===== src/hw/rtl/pmpc_pkg.sv =====
package pmpc_pkg;

  localparam int GAIN_W        = 24;
  localparam int POS_W         = 16;
  localparam int SPEED_W       = 12;
  localparam int ERR_W         = 18;
  localparam int ISUM_W        = 32;
  localparam int PROD_P_W      = ERR_W + GAIN_W + 1;
  localparam int PROD_I_W      = ISUM_W + GAIN_W + 1;
  localparam int PROD_D_W      = ERR_W + GAIN_W + 1;
  localparam int SUM_W         = PROD_I_W + 1;
  localparam int ADDR_W        = 5;
  localparam int DATA_W        = 32;
  localparam int GAIN_FRAC_DEF = 16;

  localparam logic [GAIN_W-1:0]  GAIN_PROP_RST  = 24'd6554;
  localparam logic [GAIN_W-1:0]  GAIN_INTEG_RST = 24'd66;
  localparam logic [GAIN_W-1:0]  GAIN_DERIV_RST = 24'd9830;
  localparam logic [POS_W-1:0]   POS_LIMIT_RST  = 16'd25000;
  localparam logic [SPEED_W-1:0] SPEED_LIMIT_RST = 12'd1300;

  typedef enum logic [2:0] {
    REG_GAIN_PROP  = 3'd0,
    REG_GAIN_INTEG = 3'd1,
    REG_GAIN_DERIV = 3'd2,
    REG_POS_LIMIT  = 3'd3,
    REG_SPEED_LIMIT = 3'd4
  } reg_idx_t;

  typedef enum logic {
    KIND_STEP  = 1'b0,
    KIND_CLEAR = 1'b1
  } kind_t;

  typedef struct packed {
    logic [GAIN_W-1:0]  gain_prop;
    logic [GAIN_W-1:0]  gain_integ;
    logic [GAIN_W-1:0]  gain_deriv;
    logic [POS_W-1:0]   position_limit;
    logic [SPEED_W-1:0] speed_limit;
  } cfg_t;

  typedef struct packed {
    logic                    fault;
    logic                    dir;
    logic signed [ERR_W-1:0] err;
    logic signed [ISUM_W-1:0] isum;
    logic signed [ERR_W-1:0] deriv;
  } front_t;

endpackage


===== src/hw/rtl/pmpc_front.sv =====
module pmpc_front
  import pmpc_pkg::*;
(
  input  logic             clk,
  input  logic             rst,
  input  logic             in_valid,
  output logic             in_ready,
  input  logic             kind,
  input  logic [POS_W-1:0] target_position,
  input  logic [POS_W-1:0] measured_position,
  input  cfg_t             cfg,
  output logic             s1_valid,
  output front_t           s1,
  input  logic             s2_ready
);

  logic signed [ISUM_W-1:0] error_sum;
  logic signed [ERR_W-1:0]  previous_error;
  logic signed [ISUM_W-1:0] error_sum_next;
  logic signed [ISUM_W:0]   acc;
  logic                     fault;
  logic [POS_W-1:0]         pos;
  logic                     accept;
  front_t                   s1_next;

  assign in_ready = !s1_valid || s2_ready;
  assign accept   = in_valid && in_ready;

  always_comb begin
    fault = measured_position > cfg.position_limit;
    pos   = fault ? '0 : measured_position;
    s1_next.fault = fault;
    s1_next.err   = $signed({2'b00, target_position}) - $signed({2'b00, pos});
    acc = {error_sum[ISUM_W-1], error_sum} + (ISUM_W+1)'(s1_next.err);
    if (acc[ISUM_W] != acc[ISUM_W-1]) begin
      error_sum_next = acc[ISUM_W] ? {1'b1, {(ISUM_W-1){1'b0}}}
                                   : {1'b0, {(ISUM_W-1){1'b1}}};
    end else begin
      error_sum_next = acc[ISUM_W-1:0];
    end
    s1_next.isum  = error_sum_next;
    s1_next.deriv = s1_next.err - previous_error;
    s1_next.dir   = s1_next.err[ERR_W-1] || (s1_next.err == '0);
  end

  always_ff @(posedge clk) begin
    if (rst) begin
      error_sum      <= '0;
      previous_error <= '0;
      s1_valid       <= 1'b0;
    end else begin
      if (accept) begin
        if (kind == KIND_CLEAR) begin
          error_sum      <= '0;
          previous_error <= '0;
        end else begin
          error_sum      <= error_sum_next;
          previous_error <= s1_next.err;
        end
      end
      if (in_ready) begin
        s1_valid <= in_valid && (kind == KIND_STEP);
      end
    end
  end

  always_ff @(posedge clk) begin
    if (in_ready) begin
      s1 <= s1_next;
    end
  end

  a_clear_zeroes: assert property (@(posedge clk) disable iff (rst)
    accept && kind == KIND_CLEAR |=> error_sum == '0 && previous_error == '0)
    else $error("clear left history nonzero");

  a_fault_zeroes_pos: assert property (@(posedge clk) disable iff (rst)
    accept && kind == KIND_STEP && measured_position > cfg.position_limit |=>
      s1_valid && s1.fault && s1.err == $signed({2'b00, $past(target_position)}))
    else $error("fault word did not take measured position as zero");

  a_integ_monotone: assert property (@(posedge clk) disable iff (rst)
    accept && kind == KIND_STEP && !s1_next.err[ERR_W-1] |=>
      error_sum >= $past(error_sum))
    else $error("integral wrapped on positive error");

endmodule


===== config.mk =====
export PLATFORM = sky130hd
export DESIGN_NAME = pmpc_front
export DESIGN_NICKNAME = d
export VERILOG_FILES = /design/src/hw/rtl/pmpc_pkg.sv /design/src/hw/rtl/pmpc_front.sv
export SDC_FILE = /design/constraint.sdc
export NUM_CORES = 1
export LEC_CHECK = 0
export BUFFER_PORTS_ARGS = -buffer_cell sky130_fd_sc_hd__buf_2
export CAP_MARGIN = 20
export CORE_UTILIZATION = 32
export DETAILED_ROUTE_END_ITERATION = 16
export PLACE_DENSITY_LB_ADDON = 0.1
export SYNTH_ARGS = -nofsm -noshare
export SYNTH_HDL_FRONTEND = slang
export SYNTH_SLANG_ARGS = --single-unit

===== constraint.sdc =====
create_clock -name clk -period 9.9 [get_ports clk]
set_input_delay 0.495 -clock clk [delete_from_list [all_inputs] [get_ports clk]]
set_output_delay 0.495 -clock clk [all_outputs]
set_load 0.01 [all_outputs]

==> results.md <==
* Status: finished, final reports clean
* Final-report hold violation count at 0
* First-iteration detailed-routing DRC count at 294
* Overflow left after global routing at 0
* CTS tree: built
* Fin crit share at 80.6%
* Clock Path Buffers at 2
* Placement Cell Area at ~8800 um^2
* DP Wirelength at 14,400 um
* Clk_lat worst skew at 420 ps
* Final WL at a little under 20,000 um
* Final Max Slew Viols at 0
* Peak VDD IR at 0.000115 V
* Multi-input gate area at between 4000 and 5000 um^2
* Share of layout cells above drive strength 1 at 20.4%
* Worst Hold Class: input pin to flip-flop
* Hold Path Origin: in_valid
* Fin crit period at between 7000 and 8000 ps
* Reg2Reg Depth at 12
* IO buf count at 124
* Req. time, crit path at between 10,000 and 15,000 ps
* Vias in the first global route at about 5,900
* Leak at 4.27 nW
* Setup slack after layout at 1920 ps
* Post-Synthesis Cells at 774
* Clock skew at ~12 ps
* Worst r2r src: error_sum[0]
* Multiplexer share of the synthesized area at 0%
* Top cells by count, synth: ha_1 (83), edfxtp_1 (69), a21o_1 (53), a21oi_1 (53), inv_1 (51)
* Worst hold stages at 3
* Routed length per placed instance at 15.9 um
* Ant diodes at 0
* Register area share after synthesis at between 30% and 40%
* Global Route Usage Sum at 16.0%
* Fmax at 0.125 GHz
* Num CTS Buffers at 17
* Max H-tree Level at 4
* CTS resizes at 0
* Max FO, Critical Path at 20
* Crit path from: measured_position[15]
* DR vias/cell at ~5
* Mapped Avg Cell Area at 10.0 um^2
* Die X at 158 um
* DRT Pass-1 Iters at 7
* DRC errors left at 0
* Top-area cell type share of the netlist area at 26.7%
* Hold buffers post-CTS at 0
* Setup TNS at 0 ps
* Simple logic cell fraction of the synthesized area at 11.5%
* Die H at roughly 160 um
* Setup WS pre-CTS at 1480 ps
* Initial antenna violation count at 0
* WP data arrival at 8340 ps
* Clk sinks at 119
* Core area at roughly 24,000 um^2
* Fraction of registers with async set/reset at 0%
* CP Launch Type: input pin
* Max_slew headroom at 31.4%
* Sequential cell area at 3070 um^2
* Min-Delay Endpoint: s1_valid
* Synthesized cell area at approximately 7800 um^2
* Top-count cell post-synth: ha_1
* Gp weighted congestion at 0.836
* Synthesis-stage register bit count at 119
* Max cap viols at 0
* Largest net degree at the start of global routing at 42
* Finished Cell Area at 9400 um^2
* Die ar. at approximately 25,000 um^2
* Adder-cell area share of the yosys netlist at 14.2%
* Row count at 56
* Ranking of synthesized cells by area: edfxtp_1 (27%), ha_1 (13%), dfxtp_1 (13%)
* Final setup fails at 0
* Post-DRT Antenna Nets at 0
* FILL cells at 2,409
* RSZ-0062 raised after global routing: no
* Largest family of logic cells by synthesized area: compound AO/OA/AOI/OAI gates
* Compound-Gate Fraction of Synth Area at 24.2%
* Final nets at between 1,000 and 1,500
* Synthesis-to-finish area growth at 21.1%
* Syn Nets at 997
* Clk pin slew, worst setup/hold paths at 60 ps
* CP Class: input pin to flip-flop
* CP Capture Type: flip-flop
* I/O pin total at approximately 210
* Yosys warning count at 0
* PwrDens at approximately 260 nW/um^2
* Yosys cell types at 62
* Overall Power at ~2.4 mW
* Root Buffer: clkbuf_16
* Worst R2R End: error_sum[9]
* R2r setup slk at 5980 ps
* Post-synthesis xor/xnor area fraction at under 10%
* Main synth FF type: edfxtp_1
* Total number of vias at ~6,200
* Worst-margin pin slew at 1030 ps
* EDFF count, synth at 69
* Post-CTS setup buffers at 0
* Synth area leader: edfxtp_1
* First-pass GRT wire length at between 30,000 and 40,000 um
* Starting density of the core at 32.9%
-- registers in the layout (all words and copies together), names as in the netlist --
signal	count
s1_valid	1
previous_error	17
s1	69
error_sum	32
-- critical path, cell delays in order --
cell and delay, ps:
buf_2 110, ha_1 290, nand4_1 130, or2_2 330
nor3_1 260, nand2b_1 510, and3_1 300, ha_1 160
inv_1 50, fa_1 390, a21oi_1 260, o211ai_1 170
nand2_1 90, o21ai_0 120, o41ai_1 440, o21ai_0 280
a31oi_2 680, buf_4 320, ha_1 350, a21oi_1 190
o211ai_1 110, a221oi_1 390, a41o_1 440, o311ai_1 220
o31ai_4 100, and3b_1 590, buf_4 390, a221o_1 160
-- through the flow --
step | util [%] | instances | hold WS [ps]
2_1_floorplan | - | 774 | 457
3_3_place_gp | 37.1 | 1199 | 473
3_5_place_dp | 37.1 | 1199 | 479
4_1_cts | 39.8 | 1231 | 354
5_1_grt | 39.8 | 1231 | 399
6_report | 39.8 | 1231 | 372
-- kinds of logic after synthesis --
logic type               after synthesis
AO/OA/AOI/OAI                        258
XOR/XNOR                              54
adder cells (fa/ha/maj)               86
buffers and inverters                 82
flip-flops                           119
AND/OR/NAND/NOR                      175
-- metal layers --
metal  global-route usage, %  share of wire, %
met1                    20.4                48
met2                    26.9                48
met3                    2.98               2.8
met4                    5.36               1.2
met5                       0                 0
-- placed cells by master (no fill, tap or decap), types with 5 or more instances in the layout --
cell and instances:
xnor2_1 36, a22oi_1 15, ha_1 83, buf_4 13
nand2b_1 9, a221o_1 31, nor2b_1 10, o21a_1 15
dfxtp_1 50, nand2_1 33, buf_2 124, clkbuf_16 17
nand4_1 7, or3_1 8, nor3_1 11, nand3_1 24
edfxtp_1 69, and3_1 5, a21o_1 53, a21oi_1 52
nor2_1 42, o21bai_1 6, xor2_1 17, o21ai_1 5
o211ai_1 5, and2_1 6, o21ai_0 32, inv_1 51
a31oi_1 5
-- worst max path at each step --
stage	endpoint	slack, ps	cells past startpoint
after floorplan	error_sum[21]	2070	32
after global placement	error_sum[9]	1420	31
after detailed placement	error_sum[1]	1480	28
after CTS	error_sum[0]	1880	28
after global routing	error_sum[9]	1120	28
final	error_sum[9]	1920	28
-- area by class of cell --
| cell class | count | share of cell area, % |
|---|---|---|
| multi-input combinational | 573 | 46.6 |
| sequential | 119 | 32.7 |
| timing repair buffer | 137 | 7.64 |
| clock buffer | 21 | 4.90 |
| tap | 319 | 4.25 |
| inverter | 51 | 2.04 |
| clock inverter | 11 | 1.84 |
-- power by group --
part	leakage (nW)	total, mW	internal (mW)	switching, mW
clock	0.296	0.670	0.435	0.235
combinational	2.84	0.971	0.418	0.553
sequential	1.13	0.762	0.718	0.0439
total	4.27	2.40	1.57	0.832
(Power assumes the default switching activity.)
