===== src/hw/rtl/pmpc_pkg.sv =====
package pmpc_pkg;

  localparam int GAIN_W        = 24;
  localparam int POS_W         = 16;
  localparam int SPEED_W       = 12;
  localparam int ERR_W         = 18;
  localparam int ISUM_W        = 32;
  localparam int PROD_P_W      = ERR_W + GAIN_W + 1;
  localparam int PROD_I_W      = ISUM_W + GAIN_W + 1;
  localparam int PROD_D_W      = ERR_W + GAIN_W + 1;
  localparam int SUM_W         = PROD_I_W + 1;
  localparam int ADDR_W        = 5;
  localparam int DATA_W        = 32;
  localparam int GAIN_FRAC_DEF = 16;

  localparam logic [GAIN_W-1:0]  GAIN_PROP_RST  = 24'd6554;
  localparam logic [GAIN_W-1:0]  GAIN_INTEG_RST = 24'd66;
  localparam logic [GAIN_W-1:0]  GAIN_DERIV_RST = 24'd9830;
  localparam logic [POS_W-1:0]   POS_LIMIT_RST  = 16'd25000;
  localparam logic [SPEED_W-1:0] SPEED_LIMIT_RST = 12'd1300;

  typedef enum logic [2:0] {
    REG_GAIN_PROP  = 3'd0,
    REG_GAIN_INTEG = 3'd1,
    REG_GAIN_DERIV = 3'd2,
    REG_POS_LIMIT  = 3'd3,
    REG_SPEED_LIMIT = 3'd4
  } reg_idx_t;

  typedef enum logic {
    KIND_STEP  = 1'b0,
    KIND_CLEAR = 1'b1
  } kind_t;

  typedef struct packed {
    logic [GAIN_W-1:0]  gain_prop;
    logic [GAIN_W-1:0]  gain_integ;
    logic [GAIN_W-1:0]  gain_deriv;
    logic [POS_W-1:0]   position_limit;
    logic [SPEED_W-1:0] speed_limit;
  } cfg_t;

  typedef struct packed {
    logic                    fault;
    logic                    dir;
    logic signed [ERR_W-1:0] err;
    logic signed [ISUM_W-1:0] isum;
    logic signed [ERR_W-1:0] deriv;
  } front_t;

endpackage


===== src/hw/rtl/pmpc_cfg.sv =====
module pmpc_cfg
  import pmpc_pkg::*;
(
  input  logic              clk,
  input  logic              rst,
  input  logic              psel,
  input  logic              penable,
  input  logic              pwrite,
  input  logic [ADDR_W-1:0] paddr,
  input  logic [DATA_W-1:0] pwdata,
  output logic [DATA_W-1:0] prdata,
  output logic              pready,
  output cfg_t              cfg
);

  reg_idx_t idx;

  assign idx    = reg_idx_t'(paddr[4:2]);
  assign pready = 1'b1;

  always_ff @(posedge clk) begin
    if (rst) begin
      cfg.gain_prop      <= GAIN_PROP_RST;
      cfg.gain_integ     <= GAIN_INTEG_RST;
      cfg.gain_deriv     <= GAIN_DERIV_RST;
      cfg.position_limit <= POS_LIMIT_RST;
      cfg.speed_limit    <= SPEED_LIMIT_RST;
    end else if (psel && penable && pwrite && pready) begin
      case (idx)
        REG_GAIN_PROP:   cfg.gain_prop      <= pwdata[GAIN_W-1:0];
        REG_GAIN_INTEG:  cfg.gain_integ     <= pwdata[GAIN_W-1:0];
        REG_GAIN_DERIV:  cfg.gain_deriv     <= pwdata[GAIN_W-1:0];
        REG_POS_LIMIT:   cfg.position_limit <= pwdata[POS_W-1:0];
        REG_SPEED_LIMIT: cfg.speed_limit    <= pwdata[SPEED_W-1:0];
        default: ;
      endcase
    end
  end

  always_comb begin
    case (idx)
      REG_GAIN_PROP:   prdata = DATA_W'(cfg.gain_prop);
      REG_GAIN_INTEG:  prdata = DATA_W'(cfg.gain_integ);
      REG_GAIN_DERIV:  prdata = DATA_W'(cfg.gain_deriv);
      REG_POS_LIMIT:   prdata = DATA_W'(cfg.position_limit);
      REG_SPEED_LIMIT: prdata = DATA_W'(cfg.speed_limit);
      default:         prdata = '0;
    endcase
  end

endmodule


===== config.mk =====
export PLATFORM = sky130hd
export DESIGN_NAME = pmpc_cfg
export DESIGN_NICKNAME = d
export VERILOG_FILES = /design/src/hw/rtl/pmpc_pkg.sv /design/src/hw/rtl/pmpc_cfg.sv
export SDC_FILE = /design/constraint.sdc
export NUM_CORES = 1
export LEC_CHECK = 0
export BUFFER_PORTS_ARGS = -buffer_cell sky130_fd_sc_hd__buf_2
export CAP_MARGIN = 20
export CORE_MARGIN = 10
export CORE_UTILIZATION = 30
export CTS_CLUSTER_SIZE = 12
export DETAILED_ROUTE_END_ITERATION = 8
export PLACE_DENSITY_LB_ADDON = 0.15
export SLEW_MARGIN = 30
export SYNTH_ARGS = -nofsm -noshare
export SYNTH_HDL_FRONTEND = slang
export SYNTH_SLANG_ARGS = --single-unit

===== constraint.sdc =====
create_clock -name clk -period 1.3 [get_ports clk]
set_clock_uncertainty 0.15 [all_clocks]
set_input_delay 0.13 -clock clk [delete_from_list [all_inputs] [get_ports clk]]
set_output_delay 0.13 -clock clk [all_outputs]
set_load 0.005 [all_outputs]

==> results of run 1 <==
critical path: stages (launching register included):
cell,delay [ns]
dfxtp_2,0.33
mux4_2,0.46
nor2b_4,0.15
buf_6,0.12
how the worst min path moves through the flow:
stage,slack [ns],end
2_1_floorplan,0.1,cfg[37]
3_3_place_gp,0.23,cfg[37]
3_5_place_dp,0.22,cfg[37]
4_1_cts,0.01,cfg[26]
5_1_grt,0.06,cfg[88]
6_report,0.03,cfg[26]
per-layer routing:
metal	vias up	wire [um]	track usage [%]
li1	2225	-	-
met2	92	9010	27.4
met3	16	786	3.22
met5	-	0	0
met4	0	265	5.15
met1	2194	7950	19.2
through the flow:
| stage | hold WS [ns] | utilization (%) |
|---|---|---|
| 6_report | 0.0259 | 44.6 |
| 5_1_grt | 0.0612 | 44.6 |
| 4_1_cts | 0.0145 | 44.0 |
| 3_5_place_dp | 0.223 | 39.1 |
| 3_3_place_gp | 0.225 | 39.1 |
| 2_1_floorplan | 0.0980 | - |
layout by cell type (no fill, tap or decap), types with 2 or more instances in the layout:
master         instances
buf_2                151
mux2i_1               85
buf_4                 79
nand2b_1              76
dfxtp_1               60
nor2_1                47
dfxtp_2               40
nor2b_1               24
o21ai_0               24
dlygate4sd3_1         23
o21ai_1               16
buf_12                14
a22oi_1               11
a22oi_2               11
conb_1                 9
clkbuf_16              9
mux2_4                 8
o22ai_1                6
a2bb2oi_1              6
o22ai_2                5
o21ai_2                5
mux4_2                 4
mux2_2                 3
nor2b_4                3
clkinvlp_4             3
buf_6                  3
and2b_2                2
mux2i_2                2
a2bb2oi_2              2
kinds of logic (layout without fill, tap and decap cells):
kind of cell / count (synthesis) / in the layout / share of synthesized area [%]
simple gates: 164 / 164 / 19.3
mux: 102 / 102 / 21.7
flops: 100 / 100 / 40.1
compound gates: 90 / 90 / 11.6
buf+inv: 53 / 286 / 7.14
other cells: 2 / 10 / 0.150
where the power goes:
part | switching, mW | internal, mW
Clock | 1.26 | 1.50
Sequential | 0.0175 | 3.08
Combinational | 0.397 | 0.397
Total | 1.68 | 4.98
timing repair:
item | in CTS | in global routing
endpoints found under the setup margin | 24 | 27
gates resized for setup | 50 | 26
hold buffers | 23 | 0
buffers inserted | 20 | 0
pin swaps | 19 | 10
hold endpoints to repair | 91 | 0
final cells by class:
| type | instances | area (um^2) |
|---|---|---|
| fillers | 1641 | 9130 |
| multi-input cells | 365 | 2820 |
| flip-flops and latches | 100 | 2050 |
| repair buffers | 270 | 1890 |
| well taps | 220 | 275 |
| clock buffers | 9 | 225 |
| clock inverters | 7 | 75.1 |
| diodes | 1 | 2.50 |
==> flow_summary.rst, run 1 <==
.. list-table::
   :header-rows: 1

   * - Metric
     - Value
   * - Total number of vias
     - 4527
   * - Worst r2r path cells
     - 4
   * - Buffer depth of the longest clock path
     - 2
   * - Number of clock buffers inserted by TritonCTS
     - 9
   * - Arrival @ worst endpoint
     - 1.39 ns
   * - Die Area
     - 0.0222 mm^2
   * - Final net count
     - 788
   * - Synth Register Bits
     - 100
   * - Global placement routability congestion
     - 0.803
   * - Largest registers
     - cfg (100)
   * - Violations in the final reports
     - negative setup slack
   * - Power after layout
     - 6.66 mW
   * - Most instantiated library cell after synthesis
     - dfxtp_1
   * - Number of flops mapped to enable cells by yosys
     - 0
   * - Leakage power
     - 3.56 nW
   * - Number of cells traversed by the worst hold path
     - 3
   * - Max VDD drop
     - 0.595 mV
   * - Class of the most critical setup path
     - reg -> out
   * - Die boundary height
     - 149 um
   * - Total of endpoints with negative setup slack in the final report
     - 24
   * - Die X
     - 149 um
   * - TritonCTS clock tree
     - yes
   * - Design Area, Final
     - 0.00734 mm^2
   * - CP Capture Type
     - output pin
   * - Final critical-path required period
     - 1.67 ns
   * - Post-placement cell area
     - 0.00643 mm^2
   * - Total clock sinks
     - 100
   * - Global-route usage over all layers
     - 15.9%
   * - Worst setup slack after placement
     - -0.253 ns
   * - Cell total after placement
     - 912
   * - Slack of the worst reg-to-reg path
     - 0.30 ns
   * - Synth Flop Type
     - dfxtp_1
   * - Share of the synthesized area in the top cell type
     - 40.1%
   * - Timing-limited maximum frequency
     - 597 MHz
   * - Synthesis warning total
     - 0
   * - Starting density of the core
     - 30.3%
   * - Critical path startpoint
     - cfg[26]
   * - Top cells by instance count after synthesis
     - dfxtp_1 (100), mux2i_1 (87), nand2b_1 (76)
   * - Worst-case setup margin in the final layout
     - -0.375 ns
   * - Pin count of the biggest net entering global routing
     - 44
   * - Count of mapped cells out of synthesis
     - 511
   * - Post-Layout Cell Count
     - 972
   * - Wire length of the first global-routing pass
     - 27500 um
   * - Clock transition at the register clock pins on the worst setup and hold paths after CTS
     - 0.07 ns
   * - Final hold violation count
     - 0
   * - Register area share after synthesis
     - 40.1%
   * - Async set-reset flop share out of synthesis
     - 0%
   * - Average footprint of a synthesized cell
     - 9.78 um^2
   * - DRC violation count after routing
     - 0
   * - Depth of the CTS H-tree
     - 3
   * - Endpoint of the worst register-to-register path
     - cfg[69]
   * - Total of buffers placed on input and output ports
     - 155
   * - Count of TritonRoute iterations in the first routing pass
     - 4
   * - Vias in the first global route
     - 4777
   * - Crit start category
     - flip-flop
   * - Class of the tightest hold or removal check
     - in -> reg
   * - Largest register by flop count
     - cfg
   * - Clock root buffer
     - clkbuf_16
   * - Number of distinct library cells after synthesis
     - 38
   * - Cell type with the largest total area after synthesis
     - dfxtp_1
   * - HPWL reported at the end of detailed placement
     - 13300 um
   * - Initial DRC count
     - 305
   * - Run status
     - complete, but fails checks
   * - Mapped cell area
     - 0.00500 mm^2
   * - Max Transition Viols Final
     - 0
   * - Number of flip-flops in the largest register
     - 100
   * - Sum of routed wire length over all layers
     - 18000 um
   * - Remaining global-route overflow
     - 0
   * - Fraction of the cycle the final worst path needs
     - 129%
   * - Number of antenna violations at the first check in global routing
     - 1
   * - Maximum Capacitance Violations
     - 0
   * - Core Footprint
     - 0.0165 mm^2
   * - Timing endpoint of the critical path
     - prdata[14]
   * - Layout cell share with drive strength beyond 1
     - 47.1%
   * - Top-level I/O count
     - 175
   * - Setup TNS
     - -5.83 ns
   * - Vias per std cell
     - 4.66
   * - Critical Path Fanout Max
     - 2
   * - Routed wire per std cell
     - 18.5 um
   * - Area growth, synth to finish
     - 46.9%
   * - Hold Path Origin
     - rst
   * - Required time at the worst-slack endpoint
     - 1.02 ns
   * - RSZ-0062 raised after global routing
     - true
   * - Pwr Density
     - 907 mW/mm^2
   * - Most area-consuming cells after synthesis
     - dfxtp_1 (40%), mux2i_1 (17%), nand2b_1 (9.5%)
   * - Later-pin clock latency in the skew report
     - 0.35 ns
   * - Antenna Nets Post-Route
     - 0
   * - FF-to-FF Start
     - cfg[69]
   * - Count of standard-cell rows
     - 47
No activity file was read; power rests on OpenSTA's default activity.
==> run 2: changes to the inputs <==
==> constraint.sdc (replaced) <==
create_clock -name clk -period 1.4 [get_ports clk]
set_clock_uncertainty 0.15 [all_clocks]
set_input_delay 0.14 -clock clk [delete_from_list [all_inputs] [get_ports clk]]
set_output_delay 0.14 -clock clk [all_outputs]
set_load 0.005 [all_outputs]
==> run 2 against run 1 <==
The flow still finishes with violations (negative setup slack). Via count grew 0.55%. Critical path depth is the same. Final cell count shrank 0.21%. Cell area shrank 1.1%. Count of clock-buffer cells in the layout grew 2. Worst setup slack gained 0.096 ns. Combinational power shrank 7.9%. Power shrank 5.9%. Sequential share of layout area grew 0.45 points. Largest cell class unchanged.
==> flow_summary.rst, run 2 (synthesis gave the netlist of run 1 again) <==
.. list-table::
   :header-rows: 1

   * - Metric
     - Value
   * - Vias per std cell
     - 4.69
   * - Required time at the worst-slack endpoint
     - 1.11 ns
   * - Power dissipated by switching net loads
     - 1.48 mW
   * - Timing-limited maximum frequency
     - 596 MHz
   * - Violations in the final reports
     - negative setup slack
   * - Largest register by flop count
     - cfg
   * - Total of buffers placed on input and output ports
     - 155
   * - Cell total after placement
     - 893
   * - Most frequent standard cell in the layout excluding fill and tap cells
     - buf_2
   * - RSZ-0062 raised after global routing
     - true
   * - Post-Layout Cell Count
     - 970
   * - Total clock sinks
     - 100
   * - Final critical-path required period
     - 1.68 ns
   * - Antenna Nets Post-Route
     - 0
   * - Worst-case setup margin in the final layout
     - -0.278 ns
   * - Arrival @ worst endpoint
     - 1.39 ns
   * - Critical Path Fanout Max
     - 2
   * - Highest routing layer actually used
     - met4
   * - Die boundary height
     - 149 um
   * - Sum of routed wire length over all layers
     - 18200 um
   * - Share of total power in combinational logic
     - 11.6%
   * - Fill cells
     - 1630
   * - Final hold violation count
     - 0
   * - FF-to-FF Start
     - cfg[66]
   * - Die Area
     - 0.0222 mm^2
   * - Crit start category
     - flip-flop
   * - Initial DRC count
     - 159
   * - Sum of met2 wire segment lengths after detailed routing
     - 9120 um
   * - Maximum Capacitance Violations
     - 0
   * - Core Footprint
     - 0.0165 mm^2
   * - Class of the most critical setup path
     - reg -> out
   * - Largest registers
     - cfg (100)
   * - Remaining global-route overflow
     - 0
   * - Depth of the CTS H-tree
     - 3
   * - Wire length of the first global-routing pass
     - 27800 um
   * - Area growth, synth to finish
     - 45.3%
   * - Endpoint of the worst register-to-register path
     - cfg[66]
   * - Met3 wire length
     - 897 um
   * - Internal power
     - 4.79 mW
   * - Switching power as a share of total power
     - 23.6%
   * - Layout cell share with drive strength beyond 1
     - 46.7%
   * - Routed wire per std cell
     - 18.8 um
   * - Crit path buffers/inverters
     - 1
   * - Fraction of the cycle the final worst path needs
     - 120%
   * - Max Transition Viols Final
     - 0
   * - Library cell contributing the largest single delay on the critical path
     - mux4_2
   * - Hold Path Origin
     - pwdata[0]
   * - Number of cells traversed by the worst hold path
     - 3
   * - Count of standard-cell rows
     - 47
   * - Count of TritonRoute iterations in the first routing pass
     - 4
   * - Worst hold slack
     - 0.0336 ns
   * - Global placement routability congestion
     - 0.796
   * - Critical Path, Cell by Cell
     - mux4_2 -> nor2b_1 -> buf_2
   * - TritonCTS clock tree
     - yes
   * - Buffer depth of the longest clock path
     - 2
   * - DRT met1 WL
     - 7890 um
   * - Total number of vias
     - 4552
   * - Class of the tightest hold or removal check
     - in -> reg
   * - HPWL reported at the end of detailed placement
     - 13100 um
   * - Final net count
     - 787
   * - Total of endpoints with negative setup slack in the final report
     - 24
   * - Max VDD drop
     - 0.547 mV
   * - Cell family contributing the most delay on the critical path
     - multiplexers
   * - Slack of the worst reg-to-reg path
     - 0.38 ns
   * - Top-level I/O count
     - 175
   * - Clock transition at the register clock pins on the worst setup and hold paths after CTS
     - 0.07 ns
   * - Number of antenna violations at the first check in global routing
     - 1
   * - Hold worst-path end
     - cfg[52]
   * - Run status
     - complete, but fails checks
   * - Power share of the clock group
     - 42.4%
   * - Number of flip-flops in the largest register
     - 100
   * - Pwr Density
     - 864 mW/mm^2
   * - Number of clock buffers inserted by TritonCTS
     - 9
   * - Vias in the first global route
     - 4875
   * - Most frequent cells in the layout
     - buf_2 (154), mux2i_1 (87), buf_4 (78)
   * - CP Capture Type
     - output pin
   * - Starting density of the core
     - 30.3%
   * - Die X
     - 149 um
   * - DRC violation count after routing
     - 0
   * - Delay of the slowest cell on the worst path
     - 0.45 ns
   * - Later-pin clock latency in the skew report
     - 0.34 ns
   * - Leakage power
     - 3.54 nW
   * - Clock root buffer
     - clkbuf_16
   * - Worst r2r path cells
     - 4
   * - Global-route usage over all layers
     - 15.9%
   * - Pin count of the biggest net entering global routing
     - 52
   * - Sequential Power Share
     - 46.0%
-- run 2: changes by cell type in the layout (fill, tap and decap cells not counted), moves of 2 or more --
| cell | delta |
|---|---|
| dfxtp_1 | -8 |
| dfxtp_2 | +8 |
| buf_2 | +3 |
| o22ai_1 | +3 |
| o22ai_2 | -3 |
| a2bb2oi_1 | +2 |
| a2bb2oi_2 | -2 |
| buf_12 | -2 |
| clkbuf_1 | +2 |
| mux2_2 | +2 |
| mux2_4 | -2 |
| mux2i_1 | +2 |
| mux2i_2 | -2 |
-- run 2: per-layer routing --
metal	vias to the layer above	global-route usage (%)
met5	-	0
met4	0	5.79
met3	19	3.13
met2	116	27.7
met1	2201	19.0
li1	2216	-
-- run 2: power groups by stage --
| stage | registers (mW) | clock network (mW) | logic [mW] |
|---|---|---|---|
| after floorplan | 2.95 | 0 | 0.375 |
| after global placement | 2.95 | 0 | 0.624 |
| after detailed placement | 2.95 | 0 | 0.630 |
| after CTS | 2.88 | 2.72 | 0.716 |
| after global routing | 2.88 | 2.83 | 0.788 |
| final | 2.88 | 2.66 | 0.730 |
-- run 2: worst max path at each step --
stage,to,slack (ns),cells past startpoint,start
after global placement,cfg[38],-0.14,6,paddr[3]
after detailed placement,cfg[30],-0.16,6,paddr[3]
after floorplan,prdata[12],0.02,4,paddr[3]
after global routing,prdata[15],-0.31,3,cfg[27]
final,prdata[14],-0.28,3,cfg[66]
after CTS,prdata[13],-0.30,3,cfg[25]
-- run 2: through the flow --
stage / TNS [ns] / util, % / cell area (um^2) / setup slack [ns] / power, mW
2_1_floorplan: 0 / - / 5030 / 0.0225 / 3.32
3_3_place_gp: -7.26 / 38.1 / 6270 / -0.140 / 3.57
3_5_place_dp: -9.09 / 38.1 / 6270 / -0.159 / 3.58
4_1_cts: -3.79 / 43.7 / 7190 / -0.295 / 6.32
5_1_grt: -4.75 / 44.1 / 7260 / -0.315 / 6.50
6_report: -3.36 / 44.1 / 7260 / -0.278 / 6.27
-- run 2: layout make-up --
class	count	area (um^2)	area share, %
repair buffers	269	1850	25.5
diodes	1	2.50	0.0345
well taps	220	275	3.79
flip-flops and latches	100	2060	28.4
multi-input cells	365	2760	38.0
clock inverters	4	75.1	1.03
clock buffers	11	233	3.21
-- run 2: tightest hold or removal path: stages --
cell	delay, ns
buf_2	0.08
nand2b_1	0.13
o21ai_2	0.15
-- run 2: what timing repair did --
action	4_1_cts	5_1_grt
endpoints found under the setup margin	24	24
hold endpoints to repair	76	0
setup buffers	36	2
hold buffers	23	0
pin swaps	22	13
gates resized for setup	56	15
==> run 3: changes to the inputs <==
--- a/config.mk
+++ b/config.mk
@@ -8,7 +8,7 @@
 export BUFFER_PORTS_ARGS = -buffer_cell sky130_fd_sc_hd__buf_2
 export CAP_MARGIN = 20
 export CORE_MARGIN = 10
-export CORE_UTILIZATION = 30
+export CORE_UTILIZATION = 45
 export CTS_CLUSTER_SIZE = 12
 export DETAILED_ROUTE_END_ITERATION = 8
 export PLACE_DENSITY_LB_ADDON = 0.15
==> run 3 against run 2 <==
The flow still finishes with violations (negative setup slack). First-iteration DRC count up 90%. Power decreased by 14%. Final cell count is 9.5% lower. Largest cell class unchanged. Largest power group unchanged.
==> flow_summary.rst, run 3 (synthesis gave the netlist of run 1 again) <==
.. list-table::
   :header-rows: 1

   * - Metric
     - Value
   * - Class of the most critical setup path
     - reg -> out
   * - Later-pin clock latency in the skew report
     - 0.35 ns
   * - Total of buffers placed on input and output ports
     - 155
   * - Required time at the worst-slack endpoint
     - 1.11 ns
   * - Number of antenna cells inserted
     - 0
   * - Remaining global-route overflow
     - 0
   * - Routed wire per std cell
     - 18.9 um
   * - Final hold violation count
     - 0
   * - Largest register by flop count
     - cfg
   * - Crit path buffers/inverters
     - 1
   * - Layout cell share with drive strength beyond 1
     - 46.1%
   * - Total of endpoints with negative setup slack in the final report
     - 24
   * - Antenna Nets Post-Route
     - 0
   * - Worst-case setup margin in the final layout
     - -0.315 ns
   * - HPWL reported at the end of detailed placement
     - 11500 um
   * - Total number of vias
     - 4534
   * - Depth of the CTS H-tree
     - 3
   * - Most frequent cells in the layout
     - buf_2 (153), mux2i_1 (86), nand2b_1 (75)
   * - Clock root buffer
     - clkbuf_8
   * - Die boundary height
     - 125 um
   * - Crit start category
     - flip-flop
   * - RSZ-0062 raised after global routing
     - true
   * - Worst setup slack after placement
     - -0.173 ns
   * - DRC violation count after routing
     - 0
   * - Total clock sinks
     - 100
   * - TritonCTS clock tree
     - yes
   * - Pwr Density
     - 772 mW/mm^2
   * - Final net count
     - 776
   * - Fraction of the cycle the final worst path needs
     - 122%
   * - Number of clock buffers inserted by TritonCTS
     - 9
   * - Global-route usage over all layers
     - 19.7%
   * - Critical Path Fanout Max
     - 2
   * - Max VDD drop
     - 0.436 mV
   * - Count of standard-cell rows
     - 38
   * - Global placement routability congestion
     - 0.816
   * - Top-level I/O count
     - 175
   * - Timing-limited maximum frequency
     - 583 MHz
   * - Fill cells
     - 906
   * - Critical Path, Cell by Cell
     - mux4_2 -> nor2b_4 -> buf_2
   * - Class of the tightest hold or removal check
     - in -> reg
   * - Buffer depth of the longest clock path
     - 2
   * - Wire length of the first global-routing pass
     - 25600 um
   * - Cell total after placement
     - 798
   * - Sum of routed wire length over all layers
     - 16600 um
   * - Maximum Capacitance Violations
     - 0
   * - Arrival @ worst endpoint
     - 1.42 ns
   * - Die Area
     - 0.0157 mm^2
   * - Initial DRC count
     - 302
   * - Power after layout
     - 5.40 mW
   * - Run status
     - complete, but fails checks
   * - Die X
     - 125 um
   * - Clock transition at the register clock pins on the worst setup and hold paths after CTS
     - 0.10 ns
   * - Vias in the first global route
     - 4693
   * - Pin count of the biggest net entering global routing
     - 62
   * - Worst hold slack
     - 0.0408 ns
   * - Starting density of the core
     - 46.1%
   * - Area growth, synth to finish
     - 39.9%
   * - Library cell contributing the largest single delay on the critical path
     - mux4_2
   * - Leakage power
     - 3.45 nW
   * - Number of flip-flops in the largest register
     - 100
   * - Final critical-path required period
     - 1.71 ns
   * - Post-Layout Cell Count
     - 878
   * - Core Footprint
     - 0.0108 mm^2
   * - Violations in the final reports
     - negative setup slack
   * - Count of TritonRoute iterations in the first routing pass
     - 5
   * - Vias per std cell
     - 5.16
   * - Delay of the slowest cell on the worst path
     - 0.46 ns
   * - Max Transition Viols Final
     - 0
   * - Largest registers
     - cfg (100)
   * - Cell family contributing the most delay on the critical path
     - multiplexers
   * - Number of antenna violations at the first check in global routing
     - 0
   * - Most frequent standard cell in the layout excluding fill and tap cells
     - buf_2
   * - CP Capture Type
     - output pin
## run 3: cell count changes in the layout (fill, tap and decap cells not counted), sizes merged
cell         before  now
bufinv            2    1
clkinvlp          2    1
dlygate4sd3      23   24
buf             246  232
clkinv            0    2
diode             1    0
clkbuf           11   13
## run 3: metal layers
layer | wire [um] | share of wire, % | track usage, %
met4 | 168 | 1.0 | 4.07
met2 | 8270 | 50 | 34.1
met1 | 7040 | 42 | 23.4
met3 | 1130 | 6.8 | 6.42
met5 | 0 | 0 | 0
## run 3: final timing paths
check | start | end | slack (ns) | cells past startpoint
setup / recovery | cfg[24] | prdata[12] | -0.31 | 3
hold / removal | pwdata[0] | cfg[28] | 0.04 | 3
setup reg to reg | cfg[73] | cfg[73] | 0.31 | 5
hold reg to reg | cfg[85] | cfg[85] | 0.34 | 2
## run 3: power breakdown
group	internal, mW	switching, mW	total, mW
sequential	2.86	0.0158	2.88
combinational	0.358	0.358	0.716
clock	0.820	0.982	1.80
## run 3: area by class of cell
type                            count  area (um^2)  area share, %
Tap cell                          140          175           2.51
Clock inverter                      4         51.3          0.734
Clock buffer                       11          131           1.88
Sequential cell                   100         2060           29.5
Multi-Input combinational cell    365         2770           39.6
Timing Repair Buffer              258         1800           25.8
## run 3: metrics by stage
step | util (%) | setup TNS, ns | area (um^2)
3_5_place_dp | 55.7 | -8.01 | 6040
3_3_place_gp | 55.7 | -7.22 | 6040
6_report | 64.5 | -3.90 | 6990
2_1_floorplan | - | 0 | 5030
5_1_grt | 64.5 | -5.59 | 6990
4_1_cts | 63.2 | -4.33 | 6850
## run 3: worst reg2reg max path: stages, from the launching register on
cell	delay [ns]
dfxtp_2	0.33
buf_4	0.12
buf_4	0.13
nor2b_1	0.12
o21ai_0	0.06
o21ai_1	0.07
## run 3: timing repair
action,CTS,global route
setup endpoints to repair,24,57
pin swaps,5,3
buffers inserted,35,4
hold buffers,24,0
hold endpoints to repair,91,0
resized for setup,59,17
cloned,0,2
